[src/hdl/sexpr_lex_pkg.sv]
// Shared types and constants for the s-expression token lexer.
// Depends on nothing; the lexer core, the record queue and the top level import it.
package sexpr_lex_pkg;

    // Token codes. The sign code is internal only: a lone '+' or '-' that may
    // still become a number. It is reported as a symbol.
    typedef enum logic [2:0] {
        KIND_BLANK  = 3'd0,
        KIND_OPEN   = 3'd1,
        KIND_CLOSE  = 3'd2,
        KIND_STRING = 3'd3,
        KIND_NUMBER = 3'd4,
        KIND_SYMBOL = 3'd5,
        KIND_ERROR  = 3'd6,
        KIND_SIGN   = 3'd7
    } kind_t;

    // Character codes used by the lexer.
    localparam logic [7:0] CH_LPAREN = 8'h28;
    localparam logic [7:0] CH_RPAREN = 8'h29;
    localparam logic [7:0] CH_QUOTE  = 8'h22;
    localparam logic [7:0] CH_MINUS  = 8'h2D;
    localparam logic [7:0] CH_PLUS   = 8'h2B;
    localparam logic [7:0] CH_ZERO   = 8'h30;
    localparam logic [7:0] CH_NINE   = 8'h39;
    localparam logic [7:0] CH_SPACE  = 8'h20;
    localparam logic [7:0] CH_TAB    = 8'h09;
    localparam logic [7:0] CH_CR     = 8'h0D;

    // Which records one character produces.
    typedef struct packed {
        logic first;   // the superseded token
        logic second;  // the closing token on the final character
    } emit_flags_t;

    // Output queue status seen by the top level.
    typedef struct packed {
        logic room;     // space for two more records
        logic pending;  // at least one record waiting
    } queue_status_t;

    // Code reported for a token: a lone sign is reported as a symbol.
    function automatic logic [2:0] report_kind(kind_t k);
        logic [2:0] r;
        r = (k == KIND_SIGN) ? KIND_SYMBOL : k;
        return r;
    endfunction

endpackage

[src/hdl/sexpr_lex_if.sv]
// Valid/ready channel interfaces for the s-expression token lexer.
// Depends on nothing; the character channel and the token channel.
interface sexpr_char_if;
    logic       valid;
    logic       ready;
    logic [7:0] ch;
    logic       final_char;

    modport source (output valid, output ch, output final_char, input ready);
    modport sink   (input valid, input ch, input final_char, output ready);
endinterface

interface sexpr_token_if #(
    parameter int POS_BITS   = 16,
    parameter int DEPTH_BITS = 8
);
    logic                         valid;
    logic                         ready;
    logic [2:0]                   token_kind;
    logic [POS_BITS-1:0]          token_start;
    logic signed [POS_BITS:0]     token_length;
    logic signed [DEPTH_BITS-1:0] nesting_depth;
    logic                         text_done;

    modport source (output valid, output token_kind, output token_start,
                    output token_length, output nesting_depth, output text_done,
                    input ready);
    modport sink   (input valid, input token_kind, input token_start,
                    input token_length, input nesting_depth, input text_done,
                    output ready);
endinterface

[src/hdl/sexpr_lex_core.sv]
// Lexer state and the per-character update: open token, depth, position.
// Depends on sexpr_lex_pkg for token codes, character codes and flag types.
module sexpr_lex_core
    import sexpr_lex_pkg::*;
#(
    parameter int POS_BITS   = 16,
    parameter int DEPTH_BITS = 8,
    localparam int REC_W     = 3 + POS_BITS + POS_BITS + 1 + DEPTH_BITS + 1
) (
    input  logic             clk,
    input  logic             rst_n,
    input  logic             fire,
    input  logic [7:0]       ch,
    input  logic             final_char,
    output logic [REC_W-1:0] rec_first,
    output logic [REC_W-1:0] rec_second,
    output emit_flags_t      flags
);

    localparam logic [POS_BITS-1:0]   POS_MAX  = '1;
    localparam logic [POS_BITS-1:0]   POS_ONE  = {{(POS_BITS-1){1'b0}}, 1'b1};
    localparam logic [POS_BITS:0]     LEN_ONE  = {{POS_BITS{1'b0}}, 1'b1};
    localparam logic [POS_BITS:0]     LEN_NEG  = '1;
    localparam logic [DEPTH_BITS-1:0] DEP_ONE  = {{(DEPTH_BITS-1){1'b0}}, 1'b1};
    localparam logic [DEPTH_BITS-1:0] DEP_HI   = {1'b0, {(DEPTH_BITS-1){1'b1}}};
    localparam logic [DEPTH_BITS-1:0] DEP_LO   = {1'b1, {(DEPTH_BITS-1){1'b0}}};

    kind_t                 kind_reg, kind_next;
    logic [POS_BITS-1:0]   start_reg, start_next;
    logic [POS_BITS:0]     len_reg, len_next;
    logic [DEPTH_BITS-1:0] depth_reg, depth_next;
    logic [POS_BITS-1:0]   pos_reg, pos_next;

    logic                  is_ws, is_digit, is_sign, ends_token;
    logic [POS_BITS:0]     len_inc;
    logic [DEPTH_BITS-1:0] depth_up, depth_down;
    kind_t                 new_kind;
    logic [POS_BITS-1:0]   new_start;
    logic [POS_BITS:0]     new_len;
    logic [DEPTH_BITS-1:0] new_depth;
    logic                  emit_first;

    // Character classes.
    assign is_ws      = (ch == CH_SPACE) || ((ch >= CH_TAB) && (ch <= CH_CR));
    assign is_digit   = (ch >= CH_ZERO) && (ch <= CH_NINE);
    assign is_sign    = (ch == CH_PLUS) || (ch == CH_MINUS);
    assign ends_token = is_ws || (ch == CH_RPAREN);

    // Saturating length step; an unterminated-string length restarts at one.
    assign len_inc = len_reg[POS_BITS] ? LEN_ONE :
                     (len_reg[POS_BITS-1:0] != POS_MAX) ? len_reg + LEN_ONE : len_reg;

    // Saturating depth steps.
    assign depth_up   = (depth_reg == DEP_HI) ? depth_reg : depth_reg + DEP_ONE;
    assign depth_down = (depth_reg == DEP_LO) ? depth_reg : depth_reg - DEP_ONE;

    // Token opened by this character from the blank state.
    always_comb
    begin
        new_start = pos_reg;
        new_len   = '0;
        new_depth = depth_reg;
        if (is_ws)
        begin
            new_kind = KIND_BLANK;
        end
        else if (ch == CH_LPAREN)
        begin
            new_kind  = KIND_OPEN;
            new_depth = depth_up;
        end
        else if (ch == CH_RPAREN)
        begin
            new_kind  = KIND_CLOSE;
            new_depth = depth_down;
        end
        else if (ch == CH_QUOTE)
        begin
            new_kind  = KIND_STRING;
            new_start = (pos_reg != POS_MAX) ? pos_reg + POS_ONE : POS_MAX;
            new_len   = LEN_NEG;
        end
        else if (is_digit)
        begin
            new_kind = KIND_NUMBER;
            new_len  = LEN_ONE;
        end
        else if (is_sign)
        begin
            new_kind = KIND_SIGN;
            new_len  = LEN_ONE;
        end
        else
        begin
            new_kind = KIND_SYMBOL;
            new_len  = LEN_ONE;
        end
    end

    // Next open token, and whether the current one is superseded.
    always_comb
    begin
        kind_next  = kind_reg;
        start_next = start_reg;
        len_next   = len_reg;
        depth_next = depth_reg;
        emit_first = 1'b0;
        case (kind_reg)
            KIND_BLANK:
            begin
                kind_next  = new_kind;
                start_next = new_start;
                len_next   = new_len;
                depth_next = new_depth;
            end
            KIND_OPEN, KIND_CLOSE:
            begin
                emit_first = 1'b1;
                kind_next  = new_kind;
                start_next = new_start;
                len_next   = new_len;
                depth_next = new_depth;
            end
            KIND_STRING:
            begin
                if (len_reg[POS_BITS])
                begin
                    // Open string: the closing quote fixes the length.
                    if (ch == CH_QUOTE)
                    begin
                        len_next = (pos_reg >= start_reg) ?
                                   {1'b0, pos_reg - start_reg} : '0;
                    end
                end
                else
                begin
                    emit_first = 1'b1;
                    if (ends_token)
                    begin
                        kind_next  = new_kind;
                        start_next = new_start;
                        len_next   = new_len;
                        depth_next = new_depth;
                    end
                    else
                    begin
                        // Junk after a closed string opens a sticky error.
                        kind_next  = KIND_ERROR;
                        start_next = pos_reg;
                        len_next   = '0;
                    end
                end
            end
            KIND_SIGN:
            begin
                if (is_digit)
                begin
                    kind_next = KIND_NUMBER;
                    len_next  = len_inc;
                end
                else if (ends_token)
                begin
                    emit_first = 1'b1;
                    kind_next  = new_kind;
                    start_next = new_start;
                    len_next   = new_len;
                    depth_next = new_depth;
                end
                else
                begin
                    kind_next = KIND_SYMBOL;
                    len_next  = len_inc;
                end
            end
            KIND_NUMBER, KIND_SYMBOL:
            begin
                if (ends_token)
                begin
                    emit_first = 1'b1;
                    kind_next  = new_kind;
                    start_next = new_start;
                    len_next   = new_len;
                    depth_next = new_depth;
                end
                else
                begin
                    len_next = len_inc;
                    if (!is_digit)
                    begin
                        kind_next = KIND_SYMBOL;
                    end
                end
            end
            default:
            begin
                // The error token ignores everything until the final character.
            end
        endcase
    end

    assign flags.first  = emit_first;
    assign flags.second = final_char;
    assign pos_next     = (pos_reg != POS_MAX) ? pos_reg + POS_ONE : POS_MAX;

    // Records: the superseded token, and the token left open after this character.
    assign rec_first  = {report_kind(kind_reg), start_reg, len_reg, depth_reg, 1'b0};
    assign rec_second = {report_kind(kind_next), start_next, len_next, depth_next, 1'b1};

    // State update; the final character restarts the text.
    always_ff @(posedge clk or negedge rst_n)
    begin
        if (!rst_n)
        begin
            kind_reg  <= KIND_BLANK;
            start_reg <= '0;
            len_reg   <= '0;
            depth_reg <= '0;
            pos_reg   <= '0;
        end
        else if (fire)
        begin
            if (final_char)
            begin
                kind_reg  <= KIND_BLANK;
                start_reg <= '0;
                len_reg   <= '0;
                depth_reg <= '0;
                pos_reg   <= '0;
            end
            else
            begin
                kind_reg  <= kind_next;
                start_reg <= start_next;
                len_reg   <= len_next;
                depth_reg <= depth_next;
                pos_reg   <= pos_next;
            end
        end
    end

endmodule

[src/hdl/sexpr_lex_fifo.sv]
// Four-entry token record queue that takes up to two records a cycle.
// Depends on sexpr_lex_pkg for the queue status type.
module sexpr_lex_fifo
    import sexpr_lex_pkg::*;
#(
    parameter int WIDTH = 46
) (
    input  logic             clk,
    input  logic             rst_n,
    input  logic             push_first,
    input  logic             push_second,
    input  logic [WIDTH-1:0] din_first,
    input  logic [WIDTH-1:0] din_second,
    input  logic             pop,
    output logic [WIDTH-1:0] dout,
    output queue_status_t    status
);

    localparam int DEPTH = 4;
    localparam int PTR_W = $clog2(DEPTH);
    localparam int CNT_W = $clog2(DEPTH + 1);

    logic [WIDTH-1:0] mem [DEPTH];
    logic [PTR_W-1:0] wr_reg, rd_reg;
    logic [CNT_W-1:0] count_reg, count_next;
    logic [PTR_W-1:0] wr_second;
    logic [CNT_W-1:0] pushes;
    logic             do_pop;

    assign pushes     = CNT_W'(push_first) + CNT_W'(push_second);
    assign do_pop     = pop && (count_reg != '0);
    assign count_next = count_reg + pushes - CNT_W'(do_pop);
    assign wr_second  = push_first ? wr_reg + PTR_W'(1) : wr_reg;

    assign dout           = mem[rd_reg];
    assign status.pending = (count_reg != '0);
    assign status.room    = (count_reg <= CNT_W'(DEPTH - 2));

    // Record storage.
    always_ff @(posedge clk)
    begin
        if (push_first)
        begin
            mem[wr_reg] <= din_first;
        end
        if (push_second)
        begin
            mem[wr_second] <= din_second;
        end
    end

    // Pointers and fill count.
    always_ff @(posedge clk or negedge rst_n)
    begin
        if (!rst_n)
        begin
            wr_reg    <= '0;
            rd_reg    <= '0;
            count_reg <= '0;
        end
        else
        begin
            wr_reg    <= wr_reg + PTR_W'(pushes);
            rd_reg    <= rd_reg + PTR_W'(do_pop);
            count_reg <= count_next;
        end
    end

endmodule

[src/hdl/sexpr_token_lexer_unit.sv]
// Top level of the s-expression token lexer: input register, lexer core, record queue.
// Depends on sexpr_lex_pkg, sexpr_lex_if, sexpr_lex_core and sexpr_lex_fifo.
//
// The lexer takes one character word per cycle on char_stream, while the queue has
// room, and delivers token record words on token_stream. A character is held in an
// input register and is processed once the four-entry record queue has space for two
// records; its records are written into the queue and offered on token_stream.
// A character yields zero, one or two records (two when a token ends on the final
// character); token_stream gives one record per cycle while ready. The sustained rate
// is one character per cycle while characters yield at most one record each, and the
// record output bounds it otherwise. Position (POS_BITS) and token length (POS_BITS+1)
// saturate; the nesting depth is DEPTH_BITS wide, signed and saturating.
module sexpr_token_lexer_unit
    import sexpr_lex_pkg::*;
#(
    parameter int POS_BITS   = 16,
    parameter int DEPTH_BITS = 8
) (
    input  logic          clk,
    input  logic          rst_n,
    sexpr_char_if.sink    char_stream,
    sexpr_token_if.source token_stream
);

    localparam int REC_W = 3 + POS_BITS + POS_BITS + 1 + DEPTH_BITS + 1;

    logic             in_valid_reg;
    logic [7:0]       in_ch_reg;
    logic             in_final_reg;
    logic             fire;
    logic [REC_W-1:0] rec_first, rec_second, rec_out;
    emit_flags_t      flags;
    queue_status_t    status;

    // A registered character is processed once the queue can take two records.
    assign fire              = in_valid_reg && status.room;
    assign char_stream.ready = !in_valid_reg || fire;

    // Input register.
    always_ff @(posedge clk or negedge rst_n)
    begin
        if (!rst_n)
        begin
            in_valid_reg <= 1'b0;
        end
        else if (char_stream.ready)
        begin
            in_valid_reg <= char_stream.valid;
        end
    end

    always_ff @(posedge clk)
    begin
        if (char_stream.ready && char_stream.valid)
        begin
            in_ch_reg    <= char_stream.ch;
            in_final_reg <= char_stream.final_char;
        end
    end

    sexpr_lex_core #(
        .POS_BITS   (POS_BITS),
        .DEPTH_BITS (DEPTH_BITS)
    ) u_core (
        .clk        (clk),
        .rst_n      (rst_n),
        .fire       (fire),
        .ch         (in_ch_reg),
        .final_char (in_final_reg),
        .rec_first  (rec_first),
        .rec_second (rec_second),
        .flags      (flags)
    );

    sexpr_lex_fifo #(
        .WIDTH (REC_W)
    ) u_fifo (
        .clk         (clk),
        .rst_n       (rst_n),
        .push_first  (fire && flags.first),
        .push_second (fire && flags.second),
        .din_first   (rec_first),
        .din_second  (rec_second),
        .pop         (token_stream.ready),
        .dout        (rec_out),
        .status      (status)
    );

    // Unpack the head record onto the token channel.
    assign token_stream.valid         = status.pending;
    assign token_stream.token_kind    = rec_out[REC_W-1 -: 3];
    assign token_stream.token_start   = rec_out[REC_W-4 -: POS_BITS];
    assign token_stream.token_length  = rec_out[DEPTH_BITS+1 +: POS_BITS+1];
    assign token_stream.nesting_depth = rec_out[1 +: DEPTH_BITS];
    assign token_stream.text_done     = rec_out[0];

    // A registered character that cannot be processed is kept.
    a_hold_input: assert property (@(posedge clk) disable iff (!rst_n)
        (in_valid_reg && !fire) |=> (in_valid_reg && $stable(in_ch_reg)))
        else $error("stalled character lost");

    // The final character always produces its closing record.
    a_final_record: assert property (@(posedge clk) disable iff (!rst_n)
        (fire && in_final_reg) |-> flags.second)
        else $error("final character produced no closing record");

    // The internal sign code never leaves the block.
    a_no_sign_kind: assert property (@(posedge clk) disable iff (!rst_n)
        token_stream.valid |-> (token_stream.token_kind != KIND_SIGN))
        else $error("lone sign reported with internal code");

    // A record written into the queue is offered on the next cycle.
    a_queue_room: assert property (@(posedge clk) disable iff (!rst_n)
        (fire && (flags.first || flags.second)) |=> status.pending)
        else $error("queue empty after a record was written");

endmodule
[src/flat_wrapper.sv]
// flat-port wrapper written by rule: the top's interface ports become plain ports
module sexpr_token_lexer_unit_flat import sexpr_lex_pkg::*;
#(
    parameter int POS_BITS   = 16,
    parameter int DEPTH_BITS = 8
)
  (clk, rst_n, char_stream_valid, char_stream_ch, char_stream_final_char, char_stream_ready, token_stream_valid, token_stream_token_kind, token_stream_token_start, token_stream_token_length, token_stream_nesting_depth, token_stream_text_done, token_stream_ready);
  sexpr_char_if char_stream_i ();
  sexpr_token_if #(.POS_BITS(POS_BITS), .DEPTH_BITS(DEPTH_BITS)) token_stream_i ();
  input  logic clk;
  input  logic rst_n;
  input wire logic [$bits(char_stream_i.valid)-1:0] char_stream_valid;
  input wire logic [$bits(char_stream_i.ch)-1:0] char_stream_ch;
  input wire logic [$bits(char_stream_i.final_char)-1:0] char_stream_final_char;
  output wire logic [$bits(char_stream_i.ready)-1:0] char_stream_ready;
  output wire logic [$bits(token_stream_i.valid)-1:0] token_stream_valid;
  output wire logic [$bits(token_stream_i.token_kind)-1:0] token_stream_token_kind;
  output wire logic [$bits(token_stream_i.token_start)-1:0] token_stream_token_start;
  output wire logic [$bits(token_stream_i.token_length)-1:0] token_stream_token_length;
  output wire logic [$bits(token_stream_i.nesting_depth)-1:0] token_stream_nesting_depth;
  output wire logic [$bits(token_stream_i.text_done)-1:0] token_stream_text_done;
  input wire logic [$bits(token_stream_i.ready)-1:0] token_stream_ready;
  assign char_stream_i.valid = char_stream_valid;
  assign char_stream_i.ch = char_stream_ch;
  assign char_stream_i.final_char = char_stream_final_char;
  assign char_stream_ready = char_stream_i.ready;
  assign token_stream_valid = token_stream_i.valid;
  assign token_stream_token_kind = token_stream_i.token_kind;
  assign token_stream_token_start = token_stream_i.token_start;
  assign token_stream_token_length = token_stream_i.token_length;
  assign token_stream_nesting_depth = token_stream_i.nesting_depth;
  assign token_stream_text_done = token_stream_i.text_done;
  assign token_stream_i.ready = token_stream_ready;
  sexpr_token_lexer_unit #(.POS_BITS(POS_BITS), .DEPTH_BITS(DEPTH_BITS)) u_core (.clk(clk), .rst_n(rst_n), .char_stream(char_stream_i), .token_stream(token_stream_i));
endmodule
[config.mk]
export PLATFORM = sky130hd
export DESIGN_NAME = sexpr_token_lexer_unit_flat
export DESIGN_NICKNAME = d
export VERILOG_FILES = /design/src/hdl/sexpr_lex_pkg.sv /design/src/hdl/sexpr_lex_if.sv /design/src/hdl/sexpr_lex_core.sv /design/src/hdl/sexpr_lex_fifo.sv /design/src/hdl/sexpr_token_lexer_unit.sv /design/src/flat_wrapper.sv
export SDC_FILE = /design/constraint.sdc
export NUM_CORES = 1
export LEC_CHECK = 0
export ABC_AREA = 1
export BUFFER_PORTS_ARGS = -buffer_cell sky130_fd_sc_hd__buf_4
export CAP_MARGIN = 25
export CORE_ASPECT_RATIO = 1.2
export CORE_UTILIZATION = 50
export DETAILED_ROUTE_END_ITERATION = 16
export PLACE_DENSITY = 0.67
export SLEW_MARGIN = 15
export SYNTH_ARGS = -nofsm -noshare
export SYNTH_HDL_FRONTEND = slang
export SYNTH_SLANG_ARGS = --single-unit
[constraint.sdc]
create_clock -name clk -period 4.05 [get_ports clk]
set_input_delay 0.405 -clock clk [delete_from_list [all_inputs] [get_ports clk]]
set_output_delay 0.405 -clock clk [all_outputs]
set_load 0.05 [all_outputs]
# Yosys cells after proc, flatten, opt, wreduce, memory -nomap -nowiden
# Memories as Yosys holds them, arrays and structs flattened.
# Cells that the tools add are included.
# Widths: inputs -> output; s select.
[classes] add_sub_neg=11 mul=0 div_mod_pow=0 magnitude_cmp=6 eq_ne=17 shift=0 mux=61 bitwise=0 reduce_logical=17
[ops] op="$mux 17" count=12
[ops] op="$mux 16" count=12
[ops] op="$mux 8" count=9
[ops] op="$pmux 17 s4" count=1
[ops] op="$pmux 16 s4" count=1
[ops] op="$eq 8x6->1 const B" count=6
[ops] op="$mux 3" count=13
[ops] op="$ne 16x16->1 const B" count=2
[ops] op="$pmux 8 s4" count=1
[ops] op="$add 17x1->17 const B" count=1
[ops] op="$add 16x1->16 const B" count=1
[ops] op="$ge 16x16->1" count=1
[ops] op="$sub 16x16->16" count=1
[ops] op="$eq 3x3->1 const B" count=4
[ops] op="$pmux 3 s4" count=1
[ops] op="$add 8x1->8 const B" count=1
[ops] op="$eq 8x7->1 const B" count=1
[ops] op="$eq 8x8->1 const B" count=1
[ops] op="$ge 8x4->1 const B" count=1
[ops] op="$ge 8x6->1 const B" count=1
[ops] op="$le 8x4->1 const B" count=1
[ops] op="$le 8x6->1 const B" count=1
[ops] op="$sub 8x1->8 const B" count=1
[ops] op="$logic_and 1x1->1" count=7
[ops] op="other kinds (18)" count=31
[word_totals] reg_bits=77 latchBits=0 ram_bits=180 romBits=0 inputBits=13 word_cells=124 memories=1
[mem_list] name="u_core.u_fifo.mem" words=4 width=45 read_ports=1 rd_ports_with_merged_regs=0 write_ports=2 line_no="sexpr_lex_fifo.sv:23" source="logic [WIDTH-1:0] mem [DEPTH];"

# Longest topological paths before layout
[logic_depth] depth_word=13 ltp_mapped=18 ltp_nobuf=18

# Cells and area by module
# Synthesis repeated with hierarchy kept, for this count alone.
[unflattened] cells_unflattened=2093 hier_area_um2=16030.4
[modules_own_cells] mod="sexpr_lex_fifo" instances=1 cells_each=1097 area_per_inst_um2=9776.9 seq_area_each_um2=5580.4
[modules_own_cells] mod="sexpr_lex_core" instances=1 cells_each=975 area_per_inst_um2=5913.2 seq_area_each_um2=1501.4
[modules_own_cells] mod="sexpr_token_lexer_unit" instances=1 cells_each=21 area_per_inst_um2=340.3 seq_area_each_um2=295.3

# Least setup slack after synthesis
# Ideal clock, no wire load.
[synth_timing] path_kind="reg2reg" start="reg u_core.in_ch_reg[1]" end="mem u_core.u_fifo.mem[1][10] in the netlist's numbering (enable)" t_arrival_ps=2703 t_required_ps=3648 setup_slack_ps=945 path_stages_with_launch=13 n_path_buf=1 synth_period_minus_slack_ps=3105 path_cell_list="edfxtp_1 nor2_2 a21oi_1 nand2_1 nand3_2 nand2_2 nand2_4 nand2_4 nand2_1 nand2_2 nand3_1 buf_2 nand2_1"
[synth_rtl] element="from (decl)" line_no="sexpr_token_lexer_unit.sv:28" source="logic [7:0] in_ch_reg;"
[synth_rtl] element="from (signal assigned)" line_no="sexpr_token_lexer_unit.sv:56" source="in_ch_reg <= char_stream.ch;"
[synth_rtl] element="to (decl)" line_no="sexpr_lex_fifo.sv:23"

==> metrics <==
status=finished, final reports clean; Top delay family on crit path=simple AND/OR/NAND/NOR gates; final wirelength=54800 µm; largest net degree at the start of global routing=66; drc violations=0; Starting Density=50.6%; share of layout cells above drive strength 1=8.87%; HP Start=char_stream_final_char; first-pass GRT wire length=85300 µm; vias in the first global route=14780; initial antenna violation count=0; Syn Nets=2244; final setup fails=0; Pins Over Slew Limit=0; Buffers on Ports=59; total clock buffers created by CTS=28; Max Cap Viol=0; Fmax=0.321 GHz; number of synthesized register bits=257; Pre-antenna DRT Iters=8; clk root buf=clkbuf_16; synthesis-to-layout area growth=10.4%; Worst EP required=4.35 ns; startpoint types=flop; Synth Warn #=0; count of cell types in the netlist=48; clock buffer depth=3; VDD IR max=0.000420 V; Critical Path Fanout Max=21; gpl congestion=1.01; RSZ-0062 raised after global routing=false; Post-DP Area=0.0170 mm²; TritonCTS clock tree=yes; Min Hold Slack=0.0230 ns; Die Ht=200 µm; 1st-iter DRT viols=1766; total core area=0.0322 mm²; CP Buf/Inv Count=2; gr usage total=33.5%; max_slew headroom=33.1%; total chip power=12.0 mW; WL per Instance=20.8 µm; worst r2r src=u_core.u_core.kind_reg[0]; Largest register FFs=180; Clock Skew=0.0308 ns; overflow left after global routing=0; setup TNS after final layout=0 ns; kind of end point of the critical path=flop; Avg Vias per Cell=5.84; leak pwr=7.34 nW; Nets=2257; dpl hpwl=35600 µm; CP Cell Sequence=nand2_1 > nor2_2 > inv_2 > nor2_4 > nor2_1 > nand2_4 > nand2_4 > nand2_2 > nand3_2 > nor2_4 > buf_4 > o21ai_0; diode count=0; row count=72; Die ar.=0.0333 mm²; # IOs=60; worst-skew pair later-pin latency=0.58 ns; critical path's slowest cell=nor2_4; final core occ=55.8%; H-tree Lvls=1; Gate Count Post-Synth=2198; Final Hold Viols=0; WS Path Type=reg2reg; Critical Path AT=3.42 ns; final design area excluding fillers=0.0180 mm²; post-cts resize count=0; Seq/Total Area, Yosys=45.1%; Final period util=77.0%; CP max stage delay=0.67 ns; Hold/Removal Path Class=in2reg; Die W=167 µm; Tightest Pin Transition=1.00 ns; Mean Syn Cell Area=7.40 µm²; crit path from=u_core.u_core.kind_reg[0]; antenna viol nets, final=0; pwr/cell area=669 mW/mm²; crit path time final=3.12 ns; total clock sinks=257; cell area after synthesis=0.0163 mm²; Worst-path clk slew=0.06 ns; vias post-DR=15420
## worst paths after layout
check                           slack (ns)  depth (start not counted)                        to
max in group asynchronous             2.73                          3  u_core.u_core.pos_reg[6]
worst min-delay path                  0.02                          1       u_core.in_final_reg
worst max register to register        0.93                         12   u_core.u_fifo.mem[1][2]
worst min register to register        0.47                          2   u_core.u_fifo.mem[0][0]
min in group asynchronous             0.43                          2  u_core.u_core.len_reg[3]
worst max-delay path                  0.93                         12   u_core.u_fifo.mem[1][2]
## layout make-up
type | instances | area, µm²
clock buffer | 33 | 749
clock inverter | 19 | 223
fill | 3021 | 14200
inverter | 148 | 558
multi-input combinational | 1682 | 7790
sequential | 257 | 7340
tap | 407 | 509
timing repair buffer | 94 | 796
## kinds of logic after synthesis
kind of cell	after synthesis	share of synthesized area, %
xor gates and xnor gates	30	1.62
DFF	257	45.1
adders and majority gates	33	2.63
AOI/OAI and AO/OA	365	12.3
and+or+nand+nor	1254	31.1
buffers and inverters	259	7.24
## per-layer routing
metal,wire length [µm],vias up,GRT usage (%)
met2,25300,779,55.0
met3,4880,152,4.61
met4,2510,0,16.3
li1,-,7267,-
met1,22100,7222,43.7
met5,0,-,0
## cells in the mapped netlist (all sizes together)
master	count	area (µm²)
o22ai	50	313
fa	2	40.0
a22oi	2	15.0
nand3b	2	15.0
ha	31	388
nor2	302	1190
a21oi	35	179
buf	52	393
nor4	2	12.5
a31oi	1	6.26
nand4	24	156
inv	144	543
xor2	22	193
o211ai	25	188
a22o	1	8.76
dfxtp	4	80.1
xnor2	8	70.1
o221ai	2	17.5
nand2	803	3060
a21boi	1	7.51
o21bai	3	22.5
o21a	1	7.51
nor3	5	30.0
clkbuf	59	226
nand3	113	581
dfrtp	68	1700
and2	1	6.26
o21ai	243	1230
o31ai	1	7.51
or2	2	12.5
edfxtp	185	5560
clkinv	4	15.0
## what timing repair did
| action | 4_1_cts | 5_1_grt |
|---|---|---|
| setup endpoints to repair | 0 | 0 |
| endpoints found under the hold margin | 44 | 0 |
| hold buffers | 1 | 0 |
| setup buffers | 0 | 0 |
## per-stage QoR
step	instances	setup slack [ns]
after CTS	2640	0.993
final	2640	0.933
after floorplan	2198	0.945
after detailed placement	2587	1.02
after global placement	2587	1.09
after global routing	2640	0.686
## cell usage in the layout (no fill, tap or decap), types with 10 or more instances in the layout
master / n
xor2_1: 22
edfxtp_1: 185
o22ai_1: 50
o211ai_1: 25
nand2_2: 15
ha_1: 31
a21oi_1: 34
nand3_1: 110
o21ai_1: 80
nand4_1: 23
o21ai_0: 159
nor2_1: 286
inv_2: 10
clkbuf_16: 28
nand2_1: 786
inv_1: 133
buf_4: 86
dfrtp_1: 67
## power by group
group | switching (mW) | internal (mW) | total [mW] | leakage, nW
Sequential | 0.235 | 3.39 | 3.62 | 2.58
Clock | 1.13 | 1.59 | 2.71 | 0.478
Combinational | 4.28 | 1.40 | 5.68 | 4.28
## worst reg2reg max path, stage by stage, from the launching register on
cell     delay, ns
dfrtp_1       0.44
nand2_1       0.17
nor2_2        0.14
inv_2         0.05
nor2_4        0.33
nor2_1        0.14
nand2_4       0.13
nand2_4       0.08
nand2_2       0.10
nand3_2       0.12
nor2_4        0.67
buf_4         0.37
o21ai_0       0.10
No activity file was read; power rests on OpenSTA's default activity.
